## config.mk

```make
export PLATFORM = sky130hd
export DESIGN_NAME = two_level_queue_scheduler
export DESIGN_NICKNAME = d
export VERILOG_FILES = /design/src/tlqs_pkg.sv /design/src/tlqs_cell.sv /design/src/tlqs_head.sv /design/src/two_level_queue_scheduler.sv
export SDC_FILE = /design/constraint.sdc
export NUM_CORES = 2
export LEC_CHECK = 0
export BUFFER_PORTS_ARGS = -buffer_cell sky130_fd_sc_hd__buf_2
export CORE_MARGIN = 2
export CORE_UTILIZATION = 45
export CTS_CLUSTER_DIAMETER = 100
export DETAILED_ROUTE_END_ITERATION = 16
export PLACE_DENSITY = 0.63
export REMOVE_ABC_BUFFERS = 1
export SLEW_MARGIN = 40
export SYNTH_ARGS = -nofsm -noshare
export SYNTH_HDL_FRONTEND = slang
export SYNTH_HIERARCHICAL = 1
export SYNTH_SLANG_ARGS = --single-unit
```

## constraint.sdc

```tcl
create_clock -name clock -period 7.25 [get_ports clock]
set_input_delay 0.3625 -clock clock [delete_from_list [all_inputs] [get_ports clock]]
set_output_delay 0.3625 -clock clock [all_outputs]
set_load 0.01 [all_outputs]
```

## src/tlqs_pkg.sv

```systemverilog
`default_nettype none

package tlqs_pkg;

   // Size of the process table; the ring of cells has one cell per entry.
   localparam int MAX_PROCS = 64;
   localparam int IDX_W     = (MAX_PROCS > 1) ? $clog2(MAX_PROCS) : 1;
   localparam int CNT_W     = $clog2(MAX_PROCS + 1);
   localparam int LOCK_W    = IDX_W + 1;
   localparam int TIME_W    = 16;
   localparam int ID_W      = 7;

   localparam logic [IDX_W-1:0]  LAST_STEP      = IDX_W'(MAX_PROCS - 1);
   localparam logic [LOCK_W-1:0] LOCK_NONE      = {LOCK_W{1'b1}};
   localparam logic [TIME_W-1:0] TIME_MAX       = {TIME_W{1'b1}};
   localparam logic [TIME_W-1:0] IDLE_LIMIT_RST = 16'd1000;

   localparam logic KIND_LOAD = 1'b0;
   localparam logic KIND_TICK = 1'b1;

   localparam int REQ_DATA_W = 40;
   localparam int RSP_DATA_W = 32;

   typedef enum logic [1:0] {
      ST_IDLE,
      ST_SCAN,
      ST_DECIDE,
      ST_UPDATE
   } state_type;

   // One process table entry.
   typedef struct packed {
      logic [TIME_W-1:0] arrival;
      logic [TIME_W-1:0] remaining;
      logic              is_user;
   } entry_type;

   // Control from the sequencer to the head unit of the ring.
   typedef struct packed {
      logic              clear;
      logic              scan;
      logic              dec;
      logic [IDX_W-1:0]  step;
      logic [CNT_W-1:0]  count;
      logic [TIME_W-1:0] now;
      logic [LOCK_W-1:0] lock;
      logic [IDX_W-1:0]  sel;
   } head_ctl_type;

   // Scan results and update status from the head unit.
   typedef struct packed {
      logic             done;
      logic             sys_found;
      logic [IDX_W-1:0] sys_idx;
      logic             user_found;
      logic [IDX_W-1:0] user_idx;
      logic             lock_live;
      logic             dec_hit;
      logic             dec_zero;
   } head_stat_type;

   // Result word fields, last field in the lowest bits.
   typedef struct packed {
      logic              halted;
      logic              all_done;
      logic [TIME_W-1:0] tick_time;
      logic              idle;
      logic              running_is_user;
      logic [ID_W-1:0]   running_id;
   } rsp_type;

endpackage

`default_nettype wire

```

## src/tlqs_cell.sv

```systemverilog
`default_nettype none

module tlqs_cell
   import tlqs_pkg::*;
(
   input  wire       clock,
   input  wire       load_en,
   input  entry_type load_word,
   input  wire       shift_en,
   input  entry_type shift_in,
   output entry_type q
);

   entry_type entry_ff;
   entry_type entry_in;

   always_comb begin
      entry_in = entry_ff;
      if (load_en) begin
         entry_in = load_word;
      end else if (shift_en) begin
         entry_in = shift_in;
      end
   end

   always_ff @(posedge clock) begin
      entry_ff <= entry_in;
   end

   assign q = entry_ff;

endmodule

`default_nettype wire

```

## src/tlqs_head.sv

```systemverilog
`default_nettype none

module tlqs_head
   import tlqs_pkg::*;
(
   input  wire           clock,
   input  wire           reset,
   input  head_ctl_type  ctl,
   input  entry_type     head_word,
   output entry_type     tail_word,
   output head_stat_type stat
);

   logic             occupied;
   logic             live;
   logic             ready;
   logic             take_sys;
   logic             take_user;
   logic             at_lock;

   logic              done_ff,       done_in;
   logic              sys_found_ff,  sys_found_in;
   logic [IDX_W-1:0]  sys_idx_ff,    sys_idx_in;
   logic [TIME_W-1:0] sys_arr_ff,    sys_arr_in;
   logic              user_found_ff, user_found_in;
   logic [IDX_W-1:0]  user_idx_ff,   user_idx_in;
   logic [TIME_W-1:0] user_arr_ff,   user_arr_in;
   logic              lock_live_ff,  lock_live_in;

   // The entry at the head of the ring has the index of the current step.
   assign occupied  = CNT_W'(ctl.step) < ctl.count;
   assign live      = occupied && (head_word.remaining != '0);
   assign ready     = live && (head_word.arrival <= ctl.now);
   // Strict compare keeps the lower index on equal arrival times.
   assign take_sys  = ready && !head_word.is_user &&
                      (!sys_found_ff || (head_word.arrival < sys_arr_ff));
   assign take_user = ready && head_word.is_user &&
                      (!user_found_ff || (head_word.arrival < user_arr_ff));
   assign at_lock   = {1'b0, ctl.step} == ctl.lock;

   always_comb begin
      done_in       = done_ff;
      sys_found_in  = sys_found_ff;
      sys_idx_in    = sys_idx_ff;
      sys_arr_in    = sys_arr_ff;
      user_found_in = user_found_ff;
      user_idx_in   = user_idx_ff;
      user_arr_in   = user_arr_ff;
      lock_live_in  = lock_live_ff;
      if (ctl.clear) begin
         done_in       = 1'b1;
         sys_found_in  = 1'b0;
         user_found_in = 1'b0;
         lock_live_in  = 1'b0;
      end else if (ctl.scan) begin
         if (live) begin
            done_in = 1'b0;
         end
         if (take_sys) begin
            sys_found_in = 1'b1;
            sys_idx_in   = ctl.step;
            sys_arr_in   = head_word.arrival;
         end
         if (take_user) begin
            user_found_in = 1'b1;
            user_idx_in   = ctl.step;
            user_arr_in   = head_word.arrival;
         end
         if (at_lock && live) begin
            lock_live_in = 1'b1;
         end
      end
   end

   always_ff @(posedge clock) begin
      if (reset) begin
         done_ff       <= 1'b1;
         sys_found_ff  <= 1'b0;
         user_found_ff <= 1'b0;
         lock_live_ff  <= 1'b0;
      end else begin
         done_ff       <= done_in;
         sys_found_ff  <= sys_found_in;
         user_found_ff <= user_found_in;
         lock_live_ff  <= lock_live_in;
      end
      sys_idx_ff  <= sys_idx_in;
      sys_arr_ff  <= sys_arr_in;
      user_idx_ff <= user_idx_in;
      user_arr_ff <= user_arr_in;
   end

   // On the update pass the chosen entry loses one time unit as it wraps round.
   always_comb begin
      tail_word = head_word;
      if (stat.dec_hit) begin
         tail_word.remaining = head_word.remaining - TIME_W'(1);
      end
   end

   always_comb begin
      stat.done       = done_ff;
      stat.sys_found  = sys_found_ff;
      stat.sys_idx    = sys_idx_ff;
      stat.user_found = user_found_ff;
      stat.user_idx   = user_idx_ff;
      stat.lock_live  = lock_live_ff;
      stat.dec_hit    = ctl.dec && (ctl.step == ctl.sel);
      stat.dec_zero   = head_word.remaining == TIME_W'(1);
   end

endmodule

`default_nettype wire

```

## src/two_level_queue_scheduler.sv

```systemverilog
`default_nettype none

// Channel    Direction  Handshake            Contents
// req        in         req_tvalid/tready    tuser: kind; tdata: process entry fields
// rsp        out        rsp_tvalid/tready    tdata: scheduling decision of one tick
// csr        in         csr_wr_en            csr_wr_data: idle limit
//
// A tick that runs a process makes a pass that rotates the ring past the head unit to
// find the candidates, then a decision, and a second pass that decrements the chosen
// entry. An idle, halted or all-done tick skips the second pass.
// Reset clears the count, time, lock and halt flag; table contents stay undefined.
// A stalled response holds the decision cycle; loads are taken while a response waits.

module two_level_queue_scheduler
   import tlqs_pkg::*;
(
   input  wire                    clock,
   input  wire                    reset,
   input  wire                    req_tvalid,
   output logic                   req_tready,
   input  wire                    req_tuser,   // [0] kind
   // [15:0] arrival_time, [31:16] burst_time, [32] is_user, rest zero
   input  wire [REQ_DATA_W-1:0]   req_tdata,
   output logic                   rsp_tvalid,
   input  wire                    rsp_tready,
   // [6:0] running_id, [7] running_is_user, [8] idle, [24:9] tick_time,
   // [25] all_done, [26] halted, rest zero
   output logic [RSP_DATA_W-1:0]  rsp_tdata,
   input  wire                    csr_wr_en,
   input  wire [TIME_W-1:0]       csr_wr_data
);

   localparam int RSP_PAD_W = RSP_DATA_W - $bits(rsp_type);

   state_type         state_ff, state_in;
   logic [IDX_W-1:0]  step_ff, step_in;
   logic [CNT_W-1:0]  count_ff, count_in;
   logic [TIME_W-1:0] time_ff, time_in;
   logic [LOCK_W-1:0] lock_ff, lock_in;
   logic              halt_ff, halt_in;
   logic [TIME_W-1:0] limit_ff, limit_in;
   logic [IDX_W-1:0]  sel_ff, sel_in;
   logic              sel_user_ff, sel_user_in;
   logic              rsp_valid_ff, rsp_valid_in;
   rsp_type           rsp_data_ff, rsp_data_in;

   // Sequencer outputs.
   logic scan_on;
   logic update_on;
   logic decide_on;
   logic tick_fire;
   logic load_fire;

   logic              out_free;
   logic              last_step;
   logic              quiet;
   logic              found;
   logic [IDX_W-1:0]  pick;
   logic              pick_user;
   logic [TIME_W-1:0] time_next;
   logic              halt_now;

   entry_type     load_word;
   entry_type     cell_q [MAX_PROCS];
   entry_type     tail_word;
   head_ctl_type  ctl;
   head_stat_type stat;

   assign out_free  = !rsp_valid_ff || rsp_tready;
   assign last_step = step_ff == LAST_STEP;

   // ---------------------------------------------------------------- sequencer
   always_comb begin
      state_in = state_ff;
      case (state_ff)
         ST_IDLE: begin
            if (req_tvalid && (req_tuser == KIND_TICK)) begin
               state_in = ST_SCAN;
            end
         end
         ST_SCAN: begin
            if (last_step) begin
               state_in = ST_DECIDE;
            end
         end
         ST_DECIDE: begin
            if (out_free) begin
               state_in = (!quiet && found) ? ST_UPDATE : ST_IDLE;
            end
         end
         ST_UPDATE: begin
            if (last_step) begin
               state_in = ST_IDLE;
            end
         end
         default: begin
            state_in = ST_IDLE;
         end
      endcase
   end

   always_comb begin
      req_tready = 1'b0;
      scan_on    = 1'b0;
      update_on  = 1'b0;
      decide_on  = 1'b0;
      case (state_ff)
         ST_IDLE: begin
            req_tready = 1'b1;
         end
         ST_SCAN: begin
            scan_on = 1'b1;
         end
         ST_DECIDE: begin
            decide_on = out_free;
         end
         ST_UPDATE: begin
            update_on = 1'b1;
         end
         default: begin
            req_tready = 1'b0;
         end
      endcase
   end

   assign tick_fire = req_tvalid && req_tready && (req_tuser == KIND_TICK);
   assign load_fire = req_tvalid && req_tready && (req_tuser == KIND_LOAD) &&
                      (count_ff < CNT_W'(MAX_PROCS));

   // ------------------------------------------------------------ ring of cells
   // Cell 0 is the head; every cell but the last takes its upper neighbor's entry
   // on each pass step, and the last cell takes the entry coming back from the head.
   assign load_word.arrival   = req_tdata[15:0];
   assign load_word.remaining = req_tdata[31:16];
   assign load_word.is_user   = req_tdata[32];

   for (genvar i = 0; i < MAX_PROCS; i++) begin : g_cell
      entry_type next_word;
      if (i == MAX_PROCS - 1) begin : g_tail
         assign next_word = tail_word;
      end else begin : g_mid
         assign next_word = cell_q[i+1];
      end
      tlqs_cell u_cell (
         .clock     (clock),
         .load_en   (load_fire && (count_ff == CNT_W'(i))),
         .load_word (load_word),
         .shift_en  (scan_on || update_on),
         .shift_in  (next_word),
         .q         (cell_q[i])
      );
   end

   always_comb begin
      ctl.clear = tick_fire;
      ctl.scan  = scan_on;
      ctl.dec   = update_on;
      ctl.step  = step_ff;
      ctl.count = count_ff;
      ctl.now   = time_ff;
      ctl.lock  = lock_ff;
      ctl.sel   = sel_ff;
   end

   tlqs_head u_head (
      .clock     (clock),
      .reset     (reset),
      .ctl       (ctl),
      .head_word (cell_q[0]),
      .tail_word (tail_word),
      .stat      (stat)
   );

   // ----------------------------------------------------------------- decision
   // A locked system process keeps the processor; then the earliest ready
   // system process, then the earliest ready user process.
   assign quiet = halt_ff || stat.done;
   assign found = stat.lock_live || stat.sys_found || stat.user_found;

   always_comb begin
      if (stat.lock_live) begin
         pick      = lock_ff[IDX_W-1:0];
         pick_user = 1'b0;
      end else if (stat.sys_found) begin
         pick      = stat.sys_idx;
         pick_user = 1'b0;
      end else begin
         pick      = stat.user_idx;
         pick_user = 1'b1;
      end
   end

   assign time_next = (time_ff == TIME_MAX) ? time_ff : time_ff + TIME_W'(1);
   assign halt_now  = !quiet && !found && (time_next == limit_ff);

   // ------------------------------------------------------------ state update
   always_comb begin
      step_in      = step_ff;
      count_in     = count_ff;
      time_in      = time_ff;
      lock_in      = lock_ff;
      halt_in      = halt_ff;
      limit_in     = limit_ff;
      sel_in       = sel_ff;
      sel_user_in  = sel_user_ff;
      rsp_valid_in = rsp_valid_ff;
      rsp_data_in  = rsp_data_ff;

      if (csr_wr_en) begin
         limit_in = csr_wr_data;
      end
      if (load_fire) begin
         count_in = count_ff + CNT_W'(1);
      end
      if (scan_on || update_on) begin
         step_in = last_step ? '0 : step_ff + IDX_W'(1);
      end

      if (rsp_tready) begin
         rsp_valid_in = 1'b0;
      end

      if (decide_on) begin
         rsp_valid_in                = 1'b1;
         rsp_data_in.tick_time       = time_ff;
         rsp_data_in.all_done        = stat.done;
         rsp_data_in.halted          = halt_ff || halt_now;
         rsp_data_in.idle            = !quiet && !found;
         rsp_data_in.running_is_user = !quiet && found && pick_user;
         rsp_data_in.running_id      = (!quiet && found) ?
                                       ID_W'({1'b0, pick}) + ID_W'(1) : '0;
         if (!quiet) begin
            time_in = time_next;
            if (!stat.lock_live) begin
               lock_in = LOCK_NONE;
            end
            if (halt_now) begin
               halt_in = 1'b1;
            end
            sel_in      = pick;
            sel_user_in = pick_user;
         end
      end

      // A system process stays locked while it still has time left.
      if (stat.dec_hit && !sel_user_ff) begin
         lock_in = stat.dec_zero ? LOCK_NONE : {1'b0, sel_ff};
      end
   end

   always_ff @(posedge clock) begin
      if (reset) begin
         state_ff     <= ST_IDLE;
         step_ff      <= '0;
         count_ff     <= '0;
         time_ff      <= '0;
         lock_ff      <= LOCK_NONE;
         halt_ff      <= 1'b0;
         limit_ff     <= IDLE_LIMIT_RST;
         rsp_valid_ff <= 1'b0;
      end else begin
         state_ff     <= state_in;
         step_ff      <= step_in;
         count_ff     <= count_in;
         time_ff      <= time_in;
         lock_ff      <= lock_in;
         halt_ff      <= halt_in;
         limit_ff     <= limit_in;
         rsp_valid_ff <= rsp_valid_in;
      end
      sel_ff      <= sel_in;
      sel_user_ff <= sel_user_in;
      rsp_data_ff <= rsp_data_in;
   end

   assign rsp_tvalid = rsp_valid_ff;
   assign rsp_tdata  = {{RSP_PAD_W{1'b0}}, rsp_data_ff};

endmodule

`default_nettype wire

```

# After elaboration in Yosys (flattened, before gate mapping)
# Index checks and enable logic that the tools add are counted.
[word_totals]
input_bits = 62
register_bits = 2250
wordCells = 636
out_inout_bits = 34
[classes]
n_mux = 152
n_eq_ne = 78
n_lt_le_gt_ge = 5
n_bitwise = 3
n_addsub = 5
n_reduce_logical = 177
[ops]
columns = ["cell", "count"]
rows = [
  ["$mux 33", 128],
  ["$eq 7x6->1 const B", 32],
  ["$reduce_bool 2->1", 66],
  ["$eq 7x5->1 const B", 16],
  ["$logic_and 1x1->1", 82],
  ["$eq 7x4->1 const B", 8],
  ["$mux 7", 5],
  ["$lt 16x16->1", 2],
  ["$mux 16", 2],
  ["$eq 7x3->1 const B", 4],
  ["$mux 6", 3],
  ["$add 16x1->16 const B", 1],
  ["$eq 16x1->1 const B", 1],
  ["$eq 16x16->1", 1],
  ["$eq 16x16->1 const B", 1],
  ["$le 16x16->1", 1],
  ["$reduce_bool 16->1", 1],
  ["$sub 16x1->16 const B", 1],
  ["$eq 7x2->1 const B", 2],
  ["$reduce_and 3->1", 4],
  ["$mux 2", 5],
  ["$ne 2x2->1 const B", 5],
  ["$reduce_and 2->1", 5],
  ["$logic_or 1x1->1", 8],
  ["other kinds (20)", 36],
]

# Logic depth before layout (Yosys ltp)
[logic_depth]
ltp_word = 7
mapped_depth = 9
depth_no_buf = 8

# Modules after synthesis
# The synthesis kept the hierarchy.
[modules_own_cells]
columns = ["module", "seq_area_each_um2", "cells_per_inst", "n_inst", "area_per_inst_um2"]
rows = [
  ["tlqs_cell", 991.0, 71, 64, 1549.0],
  ["two_level_queue_scheduler", 2142.1, 544, 1, 4778.3],
  ["tlqs_head", 1401.3, 331, 1, 3490.8],
]

# Worst setup path after synthesis
# OpenSTA, ideal clock, no wires.
[synth_path]
path_type = "register to register"
startpoint = "register time_ff[14]"
endpoint = "register u_head.sys_arr_ff[0] (enable)"
t_required_ns = 6.793
n_path_buf = 0
period_less_slack_ns = 4.323
stages_incl_launch_ff = 9
setup_slack_ns = 2.927
t_arrival_ns = 3.866
setup_ns = 0.457
cell_sequence = "dfxtp_1 -> inv_1 -> ha_1 -> a21oi_2 -> nand2_1 -> a221o_1 -> o31ai_4 -> nand2_2 -> nor4_1"
[synth_via]
elab_chain_len = 5
[synth_rtl]
columns = ["element", "line_no", "rtl"]
rows = [
  ["from (decl)", "two_level_queue_scheduler.sv:38", "logic [TIME_W-1:0] time_ff, time_in;"],
  ["from (signal assigned)", "two_level_queue_scheduler.sv:265", "time_ff <= time_in;"],
  ["$le 16x16->1", "tlqs_head.sv:33", "assign ready = live && (head_word.arrival <= ctl.now);"],
  ["$logic_and 1x1->1", "tlqs_head.sv:33", ""],
  ["$logic_and 1x1->1 (2 in a row)", "tlqs_head.sv:35", "assign take_sys = ready && !head_word.is_user &&"],
  ["$reduce_and 3->1 (no source line)", "--", ""],
  ["to (signal assigned)", "tlqs_head.sv:88", "sys_arr_ff <= sys_arr_in;"],
  ["to (decl)", "tlqs_head.sv:24", "logic [TIME_W-1:0] sys_arr_ff, sys_arr_in;"],
]
# Every way passes these cells.
# A chain may end at the register's enable or synchronous reset.

# Worst setup path after layout
[layout_path]
startpoint = "register state_ff[0]"
endpoint = "register g_cell[52].u_cell.entry_ff (netlist bit g_cell[52].u_cell/q[18]) (enable)"
[layout_via]
elab_chain_len = 7
word_cells_on_any_way = 12
classes_between = "eq/ne: 2; mux: 3; reduce/logical: 7"
[layout_rtl]
columns = ["element", "line_no", "rtl"]
rows = [
  ["from (decl)", "two_level_queue_scheduler.sv:35", "state_type state_ff, state_in;"],
  ["from (signal assigned)", "two_level_queue_scheduler.sv:262", "state_ff <= state_in;"],
  ["$logic_not 2->1", "two_level_queue_scheduler.sv:107", "case (state_ff)"],
  ["$mux 1", "two_level_queue_scheduler.sv:107", ""],
  ["$logic_and 1x1->1 (3 in a row)", "two_level_queue_scheduler.sv:127", "assign load_fire = req_tvalid && req_tready && (req_tuser == KIND_LOAD) &&"],
  ["$logic_and 1x1->1", "two_level_queue_scheduler.sv:146", ".load_en (load_fire && (count_ff == CNT_W'(i))),"],
  ["$reduce_bool 2->1 (no source line) *", "--", ""],
  ["to (signal assigned)", "tlqs_cell.sv:27", "entry_ff <= entry_in;"],
  ["to (decl)", "tlqs_cell.sv:14", "entry_type entry_ff;"],
]
# Mark *: on every way between the ends. The rest lies on a longest branch, timed or not.

==> results.toml <==
[routing]
remaining_drc_errors = 0
vias = 47700
antenna_left = 0
dr.pass1.iters = 6
vias_per_cell = 5.32
routed_wl_mm = 207
drt_iter0_drc = 3907
wl_per_cell_microns = 23.1

[final_layout]
fin_util_pct = 49.1
area_growth_pct = 8.59
final_nets = 5727
drive_above_1_share_pct = 48.2

[yosys]
synth_area_leaders = "edfxtp_1 61%, mux2_4 26%, buf_12 3.6%"
synth_ff_type = "edfxtp_1"
synthArstFlopShare_pct = 0
yosysSeqAreaShare_pct = 62.3
syn-mean-instance-area_sq_um = 19.8
ys_ff_latch = 2250
synth_cell_types = 74
yosysTopAreaCell = "edfxtp_1"
synth_most_common_cell = "edfxtp_1"
synthCells = 5419
synthesis.area_sq_mm = 0.107
synth_edf_count = 2190
synthTopCellsByCount = "2190 x edfxtp_1, 1856 x mux2_4, 257 x mux2_2"
synth_top_area_share_pct = 61.2
yosys_warnings = 6

[place]
place_congestion = 0.785
hpwlAfterDp_mm = 117
port_buffers = 83

[global_route]
grt_max_degree = 65
overflow = 0
track_usage_pct = 16.8
grt_first_pass_wirelength_mm = 319
antenna_found_initial = 5
grt_pass1_vias = 49500

[timing]
hold_viol = 0
period_share_pct = 62.0
skew_ns = 0.0594
max_freq_mhz = 223
period_minus_slack_ns = 4.49
worst_pin_slew_ns = 0.832
relSlewSlack_pct = 44.6
rsz0062_at_grt = "no"
drv_slew = 0
setup_viol_count_final = 0

[die]
io_pins = 96
dieArea_sq_mm = 0.243
start_util_pct = 45.2
die_w_microns = 493
die_y_microns = 493
fp.coreArea_sq_mm = 0.238
placementRows = 179

[cts]
clock_latency_ns = 0.87
cts_max_level = 4
cts_tree = "yes"
clk_pin_slew_worst_paths_ns = 0.06
cts_root_buf = "clkbuf_16"
numCtsBuffers = 231
clk_path_buf_depth = 3
cts_sinks = 2250

[setup_path]
crit_buf_inv = 2
arrival_ns = 5.01
worst_setup_path_start_kind = "flop"
path_max_fanout = 34
critPathKind = "reg -> reg"
crit_path_top_delay_cell = "nor2_4"
critPathMaxStageDelay_ns = 0.77
path_cells = "nor4b_2 -> buf_4 -> nor2b_2 -> nand3_2 -> nor2_4 -> or2_1 -> buf_4"
required_ns = 7.77
cp_top_family = "simple AND/OR/NAND/NOR gates"
endpoint_kind = "flop"
crit_top_cell = "buf_4"

[hold_path]
hp-class = "in -> reg"

[flow_run]
maxCapViolCount = 0

[power_and_ir_drop]
powerDensity_mw_per_mm2 = 241
power_leakage_nw = 39.5
power.total_mw = 28.1
peakVddDrop_mv = 0.234

[status]
status = "finished clean"
==> cell families (layout without fill, tap and decap cells) <==
logic type      Yosys count  after routing  share of synthesized area (%)
compound gates          114            114                          0.718
fa+ha+maj                60             60                          0.699
simple gates            412            412                           2.05
flops                  2250           2250                           62.3
xor+xnor                 64             64                          0.536
other cells               1              8                        0.00349
mux                    2135           2135                           28.8
buf+inv                 383            758                           4.80
==> stage by stage <==
step | hold WS [ns] | setup slack (ns) | setup TNS [ns] | instances | instance area (sq um)
6_report | 0.0781 | 2.76 | 0 | 8968 | 117000
3_5_place_dp | 0.477 | 2.74 | 0 | 8513 | 109000
5_1_grt | 0.0796 | 2.49 | 0 | 8966 | 117000
3_3_place_gp | 0.466 | 2.16 | 0 | 8508 | 109000
2_1_floorplan | 0.432 | -0.0329 | -1.08 | 5108 | 103000
4_1_cts | 0.000783 | 2.68 | 0 | 8963 | 117000
==> layer usage <==
metal	GRT usage, %	wire (microns)
met5	0	0
met4	3.58	3350
met3	2.44	8690
met2	26.5	96100
met1	24.8	99000
==> where the power goes <==
group | internal, mW | switching, mW | total [mW]
registers | 14.8 | 0.163 | 14.9
logic | 0.593 | 0.815 | 1.41
clock network | 6.73 | 5.03 | 11.8
==> worst min-delay path, cell delays in order <==
cell and delay, ns:
buf_2 0.26, nor2b_1 0.17, a211o_1 0.09
==> registers in the layout, indices dropped and copies added, names as in the netlist <==
name	count
state_ff	2
u_head/user_idx_ff	6
sel_ff	6
u_head/user_arr_ff	16
lock_ff	7
count_ff	7
rsp_tdata	27
u_head/done_ff	1
u_head/sys_arr_ff	16
u_head/sys_idx_ff	6
step_ff	6
halt_ff	1
rsp_tvalid	1
limit_ff	16
u_head/sys_found_ff	1
u_head/user_found_ff	1
g_cell.u_cell/q	2112
time_ff	16
u_head/lock_live_ff	1
sel_user_ff	1
==> timing repair <==
action	in CTS	in global routing
hold buffers	24	0
gates resized for setup	0	0
buffers inserted	0	0
hold endpoints to repair	17	0
==> area by class of cell <==
| cell class | instances | area, sq um |
|---|---|---|
| repair buffers | 264 | 2110 |
| multi-input cells | 2790 | 35800 |
| inverters | 68 | 255 |
| fillers | 19000 | 121000 |
| clock buffers | 292 | 6180 |
| well taps | 3167 | 3960 |
| clock inverters | 134 | 1300 |
| diodes | 3 | 7.51 |
| flip-flops and latches | 2250 | 67000 |
==> cell usage in the layout, fill, tap and decap left out, types with 27 or more instances in the layout <==
cell / synthesis / layout
a21oi_1: 30 / 30
buf_2: 11 / 54
buf_4: 26 / 153
clkbuf_1: 21 / 51
clkbuf_16: 0 / 237
clkinv_1: 0 / 39
clkinv_2: 0 / 53
dfxtp_1: 60 / 59
edfxtp_1: 2190 / 2190
ha_1: 60 / 60
inv_1: 68 / 68
mux2_2: 257 / 257
mux2_4: 1856 / 1856
nand2_1: 50 / 50
nand3_1: 31 / 27
nor2_1: 137 / 74
nor2_4: 0 / 63
or2_1: 64 / 56
xnor2_1: 29 / 29
xor2_1: 33 / 33
==> path summary, 6_finish.rpt <==
path	cells after the start	to	slack (ns)	start
max reg2reg	7	g_cell[52].u_cell/q[18]	2.76	state_ff[0]
min reg2reg	2	rsp_tvalid	0.48	rsp_tvalid
max	7	g_cell[52].u_cell/q[18]	2.76	state_ff[0]
min	3	limit_ff[3]	0.08	csr_wr_en
No activity file was read; power rests on OpenSTA's default activity.
